## src/rtl/core/assert_macros.svh

```systemverilog
// Assertion macros shared by the frame slot manager RTL.
// Included by the modules that carry concurrent checks; depends on nothing.
`ifndef ASSERT_MACROS_SVH
`define ASSERT_MACROS_SVH
`ifndef SYNTHESIS
// Clocked check that is switched off while reset is asserted (active low).
`define FSPM_ASSERT(label, clk, rstn, prop) \
    label: assert property (@(posedge clk) disable iff (!rstn) prop) \
        else $error("%m: check failed");
// Clocked check that also holds during reset.
`define FSPM_ASSERT_ALWAYS(label, clk, prop) \
    label: assert property (@(posedge clk) prop) \
        else $error("%m: check failed");
`else
`define FSPM_ASSERT(label, clk, rstn, prop)
`define FSPM_ASSERT_ALWAYS(label, clk, prop)
`endif
`endif

```

## src/rtl/core/fspm_pkg.sv

```systemverilog
// Types and constants of the frame slot manager.
// Used by fspm_slot_table and frame_slot_pipeline_manager_unit; depends on nothing.
package fspm_pkg;

    // Ring geometry.
    localparam int MAX_SLOTS = 16;
    localparam int SLOT_W    = $clog2(MAX_SLOTS);
    localparam int CNT_W     = SLOT_W + 1;
    localparam int STAT_W    = 32;

    // Configuration port.
    localparam int CFG_IDX_W  = 2;
    localparam int CFG_DATA_W = 5;
    localparam logic [CFG_IDX_W-1:0] CFG_SLOT_COUNT   = 2'd0;
    localparam logic [CFG_IDX_W-1:0] CFG_CONVERT_MODE = 2'd1;
    localparam logic [CFG_DATA_W-1:0] SLOT_COUNT_RESET = 5'd16;

    // Stream widths.
    localparam int S_DATA_W = 8;
    localparam int S_USER_W = 3;
    localparam int M_DATA_W = 80;

    typedef enum logic [2:0] {
        SLOT_FREE       = 3'd0,
        SLOT_READY      = 3'd1,
        SLOT_CONVERTING = 3'd2,
        SLOT_CONVERTED  = 3'd3,
        SLOT_USER       = 3'd4
    } slot_status_t;

    typedef enum logic [2:0] {
        ACT_RECV_CLAIM = 3'd0,
        ACT_CONV_GET   = 3'd1,
        ACT_CONV_PUT   = 3'd2,
        ACT_USER_GET   = 3'd3,
        ACT_USER_PUT   = 3'd4,
        ACT_STATS      = 3'd5
    } action_t;

    typedef enum logic [1:0] {
        MODE_PASS = 2'd0,
        MODE_EXT  = 2'd1,
        MODE_INT  = 2'd2
    } mode_t;

    typedef enum logic [1:0] {
        ERR_OK   = 2'd0,
        ERR_NONE = 2'd1,
        ERR_BAD  = 2'd2
    } err_t;

    typedef enum logic [1:0] {
        ST_IDLE,
        ST_SCAN,
        ST_CHECK,
        ST_OUT
    } fsm_state_t;

    // One write into the slot status table.
    typedef struct packed {
        logic              en;
        logic [SLOT_W-1:0] addr;
        slot_status_t      status;
    } slot_wr_t;

    // One result item.
    typedef struct packed {
        err_t              err;
        logic [SLOT_W-1:0] grant;
        logic              napp;
        logic              nconv;
        logic              rel;
        logic              cnow;
        logic [STAT_W-1:0] busy;
        logic [STAT_W-1:0] fail;
    } result_t;

endpackage

```

## src/rtl/core/fspm_slot_table.sv

```systemverilog
// Status store of the frame slot ring: one read port and one write port.
// Depends on fspm_pkg.
module fspm_slot_table (
    input  logic                         aclk,
    input  logic                         aresetn,
    input  logic [fspm_pkg::SLOT_W-1:0]  rd_addr,
    output fspm_pkg::slot_status_t       rd_status,
    input  fspm_pkg::slot_wr_t           wr
);

    fspm_pkg::slot_status_t store_reg [fspm_pkg::MAX_SLOTS];

    // Reset frees every slot; afterwards at most one entry is written per cycle, when wr.en is set.
    always_ff @(posedge aclk) begin
        if (!aresetn) begin
            for (int i = 0; i < fspm_pkg::MAX_SLOTS; i++) begin
                store_reg[i] <= fspm_pkg::SLOT_FREE;
            end
        end else if (wr.en) begin
            store_reg[wr.addr] <= wr.status;
        end
    end

    // The sequencer looks at one slot per cycle.
    assign rd_status = store_reg[rd_addr];

endmodule

```

## src/rtl/core/frame_slot_pipeline_manager_unit.sv

```systemverilog
// Top level of the frame slot manager: sequencer, counters and stream ports.
// Depends on fspm_pkg, fspm_slot_table and assert_macros.svh.
//
// Usage:
// The input channel (s_) carries one request item: the action in s_tuser,
// the returned slot and the conversion flag in s_tdata. The result channel
// (m_) carries one result item per request. The configuration channel (cfg_)
// writes the ring size and the conversion mode; it is always ready. The user
// must write it only while no request is in flight; the block does not enforce it.
// Sequencing: a request is taken only when the sequencer is idle. Claims and gets
// walk the ring one slot per cycle through a single status compare, visiting
// from one slot up to the whole ring, then go to the output step. Returns go
// through the check step, and the statistics read goes straight to the output
// step, which loads the result into the output register.
// The result sits in an output register, so a new request is accepted while
// it waits; a stalled receiver holds the next result in the sequencer until
// the register is free. Reset frees all slots, zeroes positions and counters,
// and restores sixteen slots in pass-through mode.
`include "assert_macros.svh"

module frame_slot_pipeline_manager_unit (
    input  logic                             aclk,
    input  logic                             aresetn,
    // Request channel.
    input  logic                             s_tvalid,
    output logic                             s_tready,
    input  logic [fspm_pkg::S_DATA_W-1:0]    s_tdata,   // slot[3:0], convert_ok[4], zeros
    input  logic [fspm_pkg::S_USER_W-1:0]    s_tuser,   // action[2:0]
    // Result channel.
    output logic                             m_tvalid,
    input  logic                             m_tready,
    output logic [fspm_pkg::M_DATA_W-1:0]    m_tdata,   // error_code[1:0], granted_slot[5:2],
                                                        // notify_app[6], notify_converter[7],
                                                        // release_buffer[8], convert_now[9],
                                                        // busy_total[41:10], fail_total[73:42],
                                                        // zeros[79:74]
    // Configuration write channel.
    input  logic                             cfg_valid,
    output logic                             cfg_ready,
    input  logic [fspm_pkg::CFG_IDX_W-1:0]   cfg_index,
    input  logic [fspm_pkg::CFG_DATA_W-1:0]  cfg_data
);

    localparam int SW = fspm_pkg::SLOT_W;
    localparam int CW = fspm_pkg::CNT_W;
    localparam int TW = fspm_pkg::STAT_W;

    // Control state.
    fspm_pkg::fsm_state_t state_reg, state_next;
    logic [SW-1:0] recv_pos_reg, recv_pos_next;
    logic [SW-1:0] conv_pos_reg, conv_pos_next;
    logic [SW-1:0] cons_pos_reg, cons_pos_next;
    logic [TW-1:0] busy_reg, busy_next;
    logic [TW-1:0] fail_reg, fail_next;
    logic [fspm_pkg::CFG_DATA_W-1:0] slot_count_reg;
    logic [1:0] mode_reg;
    logic m_valid_reg, m_valid_next;

    // Payload of the request at work.
    fspm_pkg::action_t      action_reg, action_next;
    logic [SW-1:0]          slot_reg, slot_next;
    logic                   ok_reg, ok_next;
    fspm_pkg::slot_status_t want_reg, want_next;
    logic [SW-1:0]          idx_reg, idx_next;
    logic [CW-1:0]          cnt_reg, cnt_next;
    fspm_pkg::result_t      res_reg, res_next;
    fspm_pkg::result_t      m_data_reg, m_data_next;

    // Shared signals.
    logic                   s_accept;
    logic                   out_free;
    logic [CW-1:0]          ring_n;
    fspm_pkg::mode_t        mode_eff;
    logic [CW-1:0]          idx_inc;
    logic [SW-1:0]          idx_wrap;
    logic                   scan_hit;
    logic                   scan_last;
    logic                   slot_out_of_range;
    fspm_pkg::action_t      in_action;
    logic [SW-1:0]          in_slot;
    logic [SW-1:0]          start_pos;
    logic [SW-1:0]          start_idx;
    fspm_pkg::slot_status_t rd_status;
    fspm_pkg::slot_wr_t     wr;

    fspm_slot_table u_table (
        .aclk      (aclk),
        .aresetn   (aresetn),
        .rd_addr   (idx_reg),
        .rd_status (rd_status),
        .wr        (wr)
    );

    // Handshakes.
    assign s_tready  = (state_reg == fspm_pkg::ST_IDLE);
    assign s_accept  = s_tvalid && s_tready;
    assign out_free  = !m_valid_reg || m_tready;
    assign cfg_ready = 1'b1;

    // Ring size clamped to 1..MAX_SLOTS and the mode with code three folded in.
    always_comb begin
        if (slot_count_reg == '0) begin
            ring_n = CW'(1);
        end else if (CW'(slot_count_reg) > CW'(fspm_pkg::MAX_SLOTS)) begin
            ring_n = CW'(fspm_pkg::MAX_SLOTS);
        end else begin
            ring_n = CW'(slot_count_reg);
        end
        if (mode_reg == 2'd3) begin
            mode_eff = fspm_pkg::MODE_EXT;
        end else begin
            mode_eff = fspm_pkg::mode_t'(mode_reg);
        end
    end

    // Circular step of the scan index and the scan compare.
    assign idx_inc   = {1'b0, idx_reg} + CW'(1);
    assign idx_wrap  = (idx_inc >= ring_n) ? '0 : idx_inc[SW-1:0];
    assign scan_hit  = (rd_status == want_reg);
    assign scan_last = (cnt_reg == ring_n - CW'(1));
    assign slot_out_of_range = ({1'b0, slot_reg} >= ring_n);

    // Request fields and the scan start for the incoming action.
    assign in_action = fspm_pkg::action_t'(s_tuser[2:0]);
    assign in_slot   = s_tdata[SW-1:0];
    always_comb begin
        case (in_action)
            fspm_pkg::ACT_CONV_GET: start_pos = conv_pos_reg;
            fspm_pkg::ACT_USER_GET: start_pos = cons_pos_reg;
            default:                start_pos = recv_pos_reg;
        endcase
        start_idx = ({1'b0, start_pos} < ring_n) ? start_pos : '0;
    end

    // Next state of the sequencer.
    always_comb begin
        state_next = state_reg;
        case (state_reg)
            fspm_pkg::ST_IDLE: begin
                if (s_accept) begin
                    case (in_action)
                        fspm_pkg::ACT_RECV_CLAIM,
                        fspm_pkg::ACT_CONV_GET,
                        fspm_pkg::ACT_USER_GET: state_next = fspm_pkg::ST_SCAN;
                        fspm_pkg::ACT_CONV_PUT,
                        fspm_pkg::ACT_USER_PUT: state_next = fspm_pkg::ST_CHECK;
                        default:                state_next = fspm_pkg::ST_OUT;
                    endcase
                end
            end
            fspm_pkg::ST_SCAN: begin
                if (scan_hit || scan_last) begin
                    state_next = fspm_pkg::ST_OUT;
                end
            end
            fspm_pkg::ST_CHECK: state_next = fspm_pkg::ST_OUT;
            fspm_pkg::ST_OUT: begin
                if (out_free) begin
                    state_next = fspm_pkg::ST_IDLE;
                end
            end
            default: state_next = fspm_pkg::ST_IDLE;
        endcase
    end

    // Datapath and table writes for each sequencer step.
    always_comb begin
        recv_pos_next = recv_pos_reg;
        conv_pos_next = conv_pos_reg;
        cons_pos_next = cons_pos_reg;
        busy_next     = busy_reg;
        fail_next     = fail_reg;
        action_next   = action_reg;
        slot_next     = slot_reg;
        ok_next       = ok_reg;
        want_next     = want_reg;
        idx_next      = idx_reg;
        cnt_next      = cnt_reg;
        res_next      = res_reg;
        m_data_next   = m_data_reg;
        m_valid_next  = m_valid_reg && !m_tready;
        wr            = '0;
        case (state_reg)
            fspm_pkg::ST_IDLE: begin
                if (s_accept) begin
                    action_next = in_action;
                    slot_next   = in_slot;
                    ok_next     = s_tdata[SW];
                    cnt_next    = '0;
                    res_next    = '0;
                    idx_next    = start_idx;
                    want_next   = fspm_pkg::SLOT_FREE;
                    case (in_action)
                        fspm_pkg::ACT_RECV_CLAIM: want_next = fspm_pkg::SLOT_FREE;
                        fspm_pkg::ACT_CONV_GET:   want_next = fspm_pkg::SLOT_READY;
                        fspm_pkg::ACT_USER_GET: begin
                            want_next = (mode_eff == fspm_pkg::MODE_INT) ?
                                        fspm_pkg::SLOT_READY : fspm_pkg::SLOT_CONVERTED;
                        end
                        fspm_pkg::ACT_CONV_PUT,
                        fspm_pkg::ACT_USER_PUT:   idx_next = in_slot;
                        fspm_pkg::ACT_STATS: begin
                            res_next.busy = busy_reg;
                            res_next.fail = fail_reg;
                            busy_next     = '0;
                            fail_next     = '0;
                        end
                        default: res_next.err = fspm_pkg::ERR_BAD;
                    endcase
                end
            end
            fspm_pkg::ST_SCAN: begin
                if (scan_hit) begin
                    // Claim the slot and move the owner's position past it.
                    wr.en          = 1'b1;
                    wr.addr        = idx_reg;
                    res_next.grant = idx_reg;
                    case (action_reg)
                        fspm_pkg::ACT_RECV_CLAIM: begin
                            recv_pos_next = idx_wrap;
                            if (mode_eff == fspm_pkg::MODE_PASS) begin
                                wr.status = fspm_pkg::SLOT_CONVERTED;
                            end else begin
                                wr.status = fspm_pkg::SLOT_READY;
                            end
                            res_next.napp  = (mode_eff != fspm_pkg::MODE_EXT);
                            res_next.nconv = (mode_eff == fspm_pkg::MODE_EXT);
                        end
                        fspm_pkg::ACT_CONV_GET: begin
                            conv_pos_next = idx_wrap;
                            wr.status     = fspm_pkg::SLOT_CONVERTING;
                        end
                        default: begin
                            cons_pos_next = idx_wrap;
                            wr.status     = fspm_pkg::SLOT_USER;
                            res_next.cnow = (mode_eff == fspm_pkg::MODE_INT);
                        end
                    endcase
                end else if (scan_last) begin
                    // Whole ring visited without a match.
                    res_next.err = fspm_pkg::ERR_NONE;
                    if (action_reg == fspm_pkg::ACT_RECV_CLAIM && busy_reg != '1) begin
                        busy_next = busy_reg + TW'(1);
                    end
                end else begin
                    cnt_next = cnt_reg + CW'(1);
                    idx_next = idx_wrap;
                end
            end
            fspm_pkg::ST_CHECK: begin
                // A returned slot must be in the ring and in the expected status.
                if (action_reg == fspm_pkg::ACT_CONV_PUT) begin
                    if (slot_out_of_range || rd_status != fspm_pkg::SLOT_CONVERTING) begin
                        res_next.err = fspm_pkg::ERR_BAD;
                    end else if (ok_reg) begin
                        wr.en         = 1'b1;
                        wr.addr       = slot_reg;
                        wr.status     = fspm_pkg::SLOT_CONVERTED;
                        res_next.napp = 1'b1;
                    end else begin
                        wr.en        = 1'b1;
                        wr.addr      = slot_reg;
                        wr.status    = fspm_pkg::SLOT_FREE;
                        res_next.rel = 1'b1;
                        if (fail_reg != '1) begin
                            fail_next = fail_reg + TW'(1);
                        end
                    end
                end else begin
                    if (slot_out_of_range || rd_status != fspm_pkg::SLOT_USER) begin
                        res_next.err = fspm_pkg::ERR_BAD;
                    end else begin
                        wr.en        = 1'b1;
                        wr.addr      = slot_reg;
                        wr.status    = fspm_pkg::SLOT_FREE;
                        res_next.rel = 1'b1;
                    end
                end
            end
            fspm_pkg::ST_OUT: begin
                if (out_free) begin
                    m_data_next  = res_reg;
                    m_valid_next = 1'b1;
                end
            end
            default: ;
        endcase
    end

    // Control registers.
    always_ff @(posedge aclk) begin
        if (!aresetn) begin
            state_reg    <= fspm_pkg::ST_IDLE;
            recv_pos_reg <= '0;
            conv_pos_reg <= '0;
            cons_pos_reg <= '0;
            busy_reg     <= '0;
            fail_reg     <= '0;
            m_valid_reg  <= 1'b0;
        end else begin
            state_reg    <= state_next;
            recv_pos_reg <= recv_pos_next;
            conv_pos_reg <= conv_pos_next;
            cons_pos_reg <= cons_pos_next;
            busy_reg     <= busy_next;
            fail_reg     <= fail_next;
            m_valid_reg  <= m_valid_next;
        end
    end

    // Configuration registers.
    always_ff @(posedge aclk) begin
        if (!aresetn) begin
            slot_count_reg <= fspm_pkg::SLOT_COUNT_RESET;
            mode_reg       <= 2'd0;
        end else if (cfg_valid && cfg_ready) begin
            if (cfg_index == fspm_pkg::CFG_SLOT_COUNT) begin
                slot_count_reg <= cfg_data;
            end else if (cfg_index == fspm_pkg::CFG_CONVERT_MODE) begin
                mode_reg <= cfg_data[1:0];
            end
        end
    end

    // Payload registers.
    always_ff @(posedge aclk) begin
        action_reg <= action_next;
        slot_reg   <= slot_next;
        ok_reg     <= ok_next;
        want_reg   <= want_next;
        idx_reg    <= idx_next;
        cnt_reg    <= cnt_next;
        res_reg    <= res_next;
        m_data_reg <= m_data_next;
    end

    // Result item packing.
    assign m_tvalid = m_valid_reg;
    assign m_tdata  = {6'b0, m_data_reg.fail, m_data_reg.busy, m_data_reg.cnow,
                       m_data_reg.rel, m_data_reg.nconv, m_data_reg.napp,
                       m_data_reg.grant, m_data_reg.err};

    // The scan never visits more slots than the ring holds.
    `FSPM_ASSERT(a_scan_bound, aclk, aresetn, state_reg == fspm_pkg::ST_SCAN |-> cnt_reg < ring_n)
    // An accepted item always starts work in the sequencer.
    `FSPM_ASSERT(a_accept_busy, aclk, aresetn, s_accept |=> state_reg != fspm_pkg::ST_IDLE)
    // A result is loaded only from the output step.
    `FSPM_ASSERT(a_load_from_out, aclk, aresetn, $rose(m_valid_reg) |-> $past(state_reg) == fspm_pkg::ST_OUT)
    // A failed request raises no notification.
    `FSPM_ASSERT(a_err_quiet, aclk, aresetn, m_valid_reg && m_data_reg.err != fspm_pkg::ERR_OK |-> !m_data_reg.napp && !m_data_reg.nconv && !m_data_reg.rel && !m_data_reg.cnow)

endmodule

```

## config.mk

```make
export PLATFORM = sky130hd
export DESIGN_NAME = frame_slot_pipeline_manager_unit
export DESIGN_NICKNAME = d
export VERILOG_FILES = /design/src/rtl/core/fspm_pkg.sv /design/src/rtl/core/fspm_slot_table.sv /design/src/rtl/core/frame_slot_pipeline_manager_unit.sv
export VERILOG_INCLUDE_DIRS = /design/src /design/src/rtl/core
export SDC_FILE = /design/constraint.sdc
export NUM_CORES = 1
export LEC_CHECK = 0
export BUFFER_PORTS_ARGS = -buffer_cell sky130_fd_sc_hd__buf_2
export CORE_ASPECT_RATIO = 1.4
export CORE_MARGIN = 2
export CORE_UTILIZATION = 35
export DETAILED_ROUTE_END_ITERATION = 10
export PLACE_DENSITY = 0.5
export SETUP_SLACK_MARGIN = 0.1
export SKIP_LAST_GASP = 1
export SLEW_MARGIN = 10
export SYNTH_ARGS = -nofsm -noshare
export SYNTH_HDL_FRONTEND = slang
export SYNTH_SLANG_ARGS = --single-unit
```

## constraint.sdc

```tcl
create_clock -name aclk -period 11.4 [get_ports aclk]
set_input_delay 3.42 -clock aclk [delete_from_list [all_inputs] [get_ports aclk]]
set_output_delay 3.42 -clock aclk [all_outputs]
set_load 0.1 [all_outputs]
```

==> flow_summary_export.csv <==
group,metric,value,unit
run,maxCapViolations,0,
die,fp.dieW,170.4,µm
clocking,cts-root-buf,"clkbuf_16",
clocking,cts_inserted_buffers,30,
critical_path,worstSetupStartpoint,"s_tuser[1]",
critical_path,critPathArrivalTime,7100,ps
run_status,status,"finished clean",
critical_path,crit_family,"simple AND/OR/NAND/NOR gates",
placement,io_buffers,95,
synthesis,synthTopCellsByCount,"edfxtp_1, nand2_1, dfxtp_1",
synthesis,synthArstFlopShare,0,%
synthesis,synth-compound-area-share,8.860,%
critical_path,end_kind,"register",
critical_path,cp.required,11890,ps
sta,final-setup-viol-count,0,
synthesis,ys_seq_area_share,60.85,%
pwr,power.total,3403,µW
critical_path,startpoint_type,"primary input",
pwr,pwr_density_cell,219.4,nW/µm²
route,via_per_inst,4.993,
critical_path,path_depth,9,
clocking,cts-htree-levels,1,
synthesis,syn_inst,1145,
cells_and_area,finalInstanceArea,15510,µm²
global_route,grt_pass1_vias,8801,
synthesis,avgSynthCellArea,11.85,µm²
sta,max_freq,0.1514,GHz
pwr,p_leak,0.005424,µW
synthesis,ys_warn_count,0,
die,dieHeight,237.0,µm
cells_and_area,drive_gt1_share,17.41,%
global_route,grt_pass1_wl,48.78,mm
clocking,cts_tree,"yes",
synthesis,synth_edf_count,215,
critical_path,cp-endpoint,"busy_reg[28]",
cells_and_area,area_delta_synth_final,14.29,%
critical_path,worst-path-buf-inv,1,
route,antenna_left,0,
pwr,power_frac_seq,44.1,%
hold_path,min_delay_path_depth,0,
global_route,grt_usage,15.34,%
route,drtIter0Drc,537,
clocking,hold_buffers,0,
critical_path,r2r_slack,6740,ps
pwr,p_sw,1192,µW
sta,slew_headroom,28.72,%
sta,rsz0062_at_grt,"no",
clocking,cts_setup_buffers,0,
pwr,p_sw_share,35.03,%
critical_path,ff2ff_path_depth,11,
synthesis,synth_top_area_share,47.57,%
die,die_area,40390,µm²
die,initial_core_util,35.35,%
sta,slew_viol_final,0,
cells_and_area,n_fill_cell,3678,
sta,skew,22.16,ps
placement,place_area,14520,µm²
hold_path,hold_path_class,"register to register",
route,routedWlPerCell,17.27,µm
die,io_pins,106,
placement,dpl.hpwl,20.77,mm
synthesis,synth-xor-area-share,1.549,%
sta,fin_crit,6603,ps
synthesis,synth.distinct_cells,79,
clocking,path_clk_slew,60,ps
global_route,grt_overflow,0,
synthesis,yosysTopAreaCell,"edfxtp_1",
synthesis,synth_simple_gate_area_share,18.26,%
pwr,pwr-share-comb,26.7,%
clocking,cts_resized,0,
global_route,antenna_found_initial,1,
sta,worstMarginPinSlew,1063,ps
synthesis,syn_area,13570,µm²
die,row_count,85,
placement,place_congestion,0.8549,
clocking,clockBufferDepth,3,
route,drc_errors,0,
critical_path,path_max_fanout,66,
cells_and_area,instances_no_fill,1775,
critical_path,cp_slowest_stage_delay,850,ps
critical_path,cp_common_cell,"nand2_1",
die,core,38390,µm²
global_route,grt_max_degree,76,
route,totalWireLength,30.66,mm
placement,dp_cells,1718,
synthesis,ys_ff_latch,305,
synthesis,synth_top_family_by_area,"simple AND/OR/NAND/NOR gates",
clocking,clock-sinks,305,
critical_path,timing.rr.end,"busy_reg[28]",
pwr,pwr-share-clk,29.3,%
clocking,clk_latency,570,ps
synthesis,synth_most_common_cell,"edfxtp_1",
critical_path,worst-setup-path-type,"primary input to register",
sta,setup-tns-final,0,ps
critical_path,crit_chain,"buf_2 > and3b_2 > nand2_1 > nand2_1 > o21ai_0 > a311oi_1 > nand3_1 > or3_1 > a21boi_0",
pwr,intPower,2211,µW
synthesis,synth.area.mux_share,5.605,%
critical_path,crit_path_top_delay_cell,"and3b_2",
critical_path,r2r_start,"slot_count_reg[4]",
route,firstDrtPassIters,5,
route,vias,8862,
sta,fin_crit_sh,57.92,%
synthesis,synthAdderAreaFrac,2.028,%
pwr,peakVddDrop,0.1172,mV
sta,finalHoldViolations,0,
synthesis,ys.flop_type,"edfxtp_1",
cells_and_area,nets,1273,
cells_and_area,fin_util,40.40,%
synthesis,ys_top_cells_by_area,"edfxtp_1, dfxtp_1, and2_1",
==> power groups by stage <==
stage               clock (µW)  sequential, µW  combinational, µW
floorplan                    0            1670                558
global placement             0            1530                904
detailed placement           0            1530                913
CTS                       1020            1510                916
global route              1070            1520                982
finish                     995            1500                908
==> worst min-delay path by stage <==
| stage | from | endpoint | slack (ps) |
|---|---|---|---|
| after global placement | res_reg[63] | m_tdata[41] | 400 |
| after floorplan | res_reg[72] | m_tdata[0] | 400 |
| after CTS | res_reg[60] | m_tdata[38] | 420 |
| after detailed placement | res_reg[41] | m_tdata[19] | 400 |
| after global routing | res_reg[68] | m_tdata[2] | 420 |
| final | res_reg[41] | m_tdata[19] | 420 |
==> layout make-up <==
type / count / area [µm²] / area share, %
clock buffers: 37 / 808.3 / 5.211
multi-input cells: 762 / 4972 / 32.06
diodes: 1 / 2.502 / 0.01613
clock inverters: 19 / 176.4 / 1.137
well taps: 522 / 653.1 / 4.211
flip-flops and latches: 305 / 8258 / 53.24
repair buffers: 105 / 550.5 / 3.549
inverters: 24 / 90.09 / 0.5808
==> stage by stage <==
| step | hold WS, ps | setup WS (ps) |
|---|---|---|
| floorplan | 400.3 | 4106 |
| global placement | 401.5 | 4116 |
| detailed placement | 404.5 | 4126 |
| CTS | 417.5 | 4713 |
| global route | 423.0 | 4352 |
| finish | 417.8 | 4797 |
==> metal layers <==
metal | vias to the layer above | global-route usage, % | share of wire (%)
met5 | - | 0 | 0
met1 | 4261 | 18.31 | 42
met4 | 0 | 4.895 | 2.5
met3 | 50 | 1.989 | 3.5
li1 | 4369 | - | -
met2 | 182 | 28.28 | 52
==> cell families after synthesis <==
group           after synthesis
compound gates              185
xor+xnor                     24
fa+ha+maj                    22
buf+inv                      83
flops                       305
mux                          62
other cells                   2
simple gates                462
==> placed cells by master, fill, tap and decap left out, drive strengths merged, types with 8 or more instances in the layout <==
master,instances
edfxtp,215
buf,105
nand2,103
nor2,91
dfxtp,90
and2,79
a21oi,57
clkbuf,37
o21ai,36
mux2i,31
nand4,29
nand3,25
inv,24
nor2b,24
mux2,23
ha,22
or3,17
xnor2,16
nor3,16
clkinv,15
and3,14
o22ai,14
nand2b,12
o211ai,11
or3b,9
xor2,8
mux4,8
and4,8
o21a,8
Power figures use the tool's default switching activity.
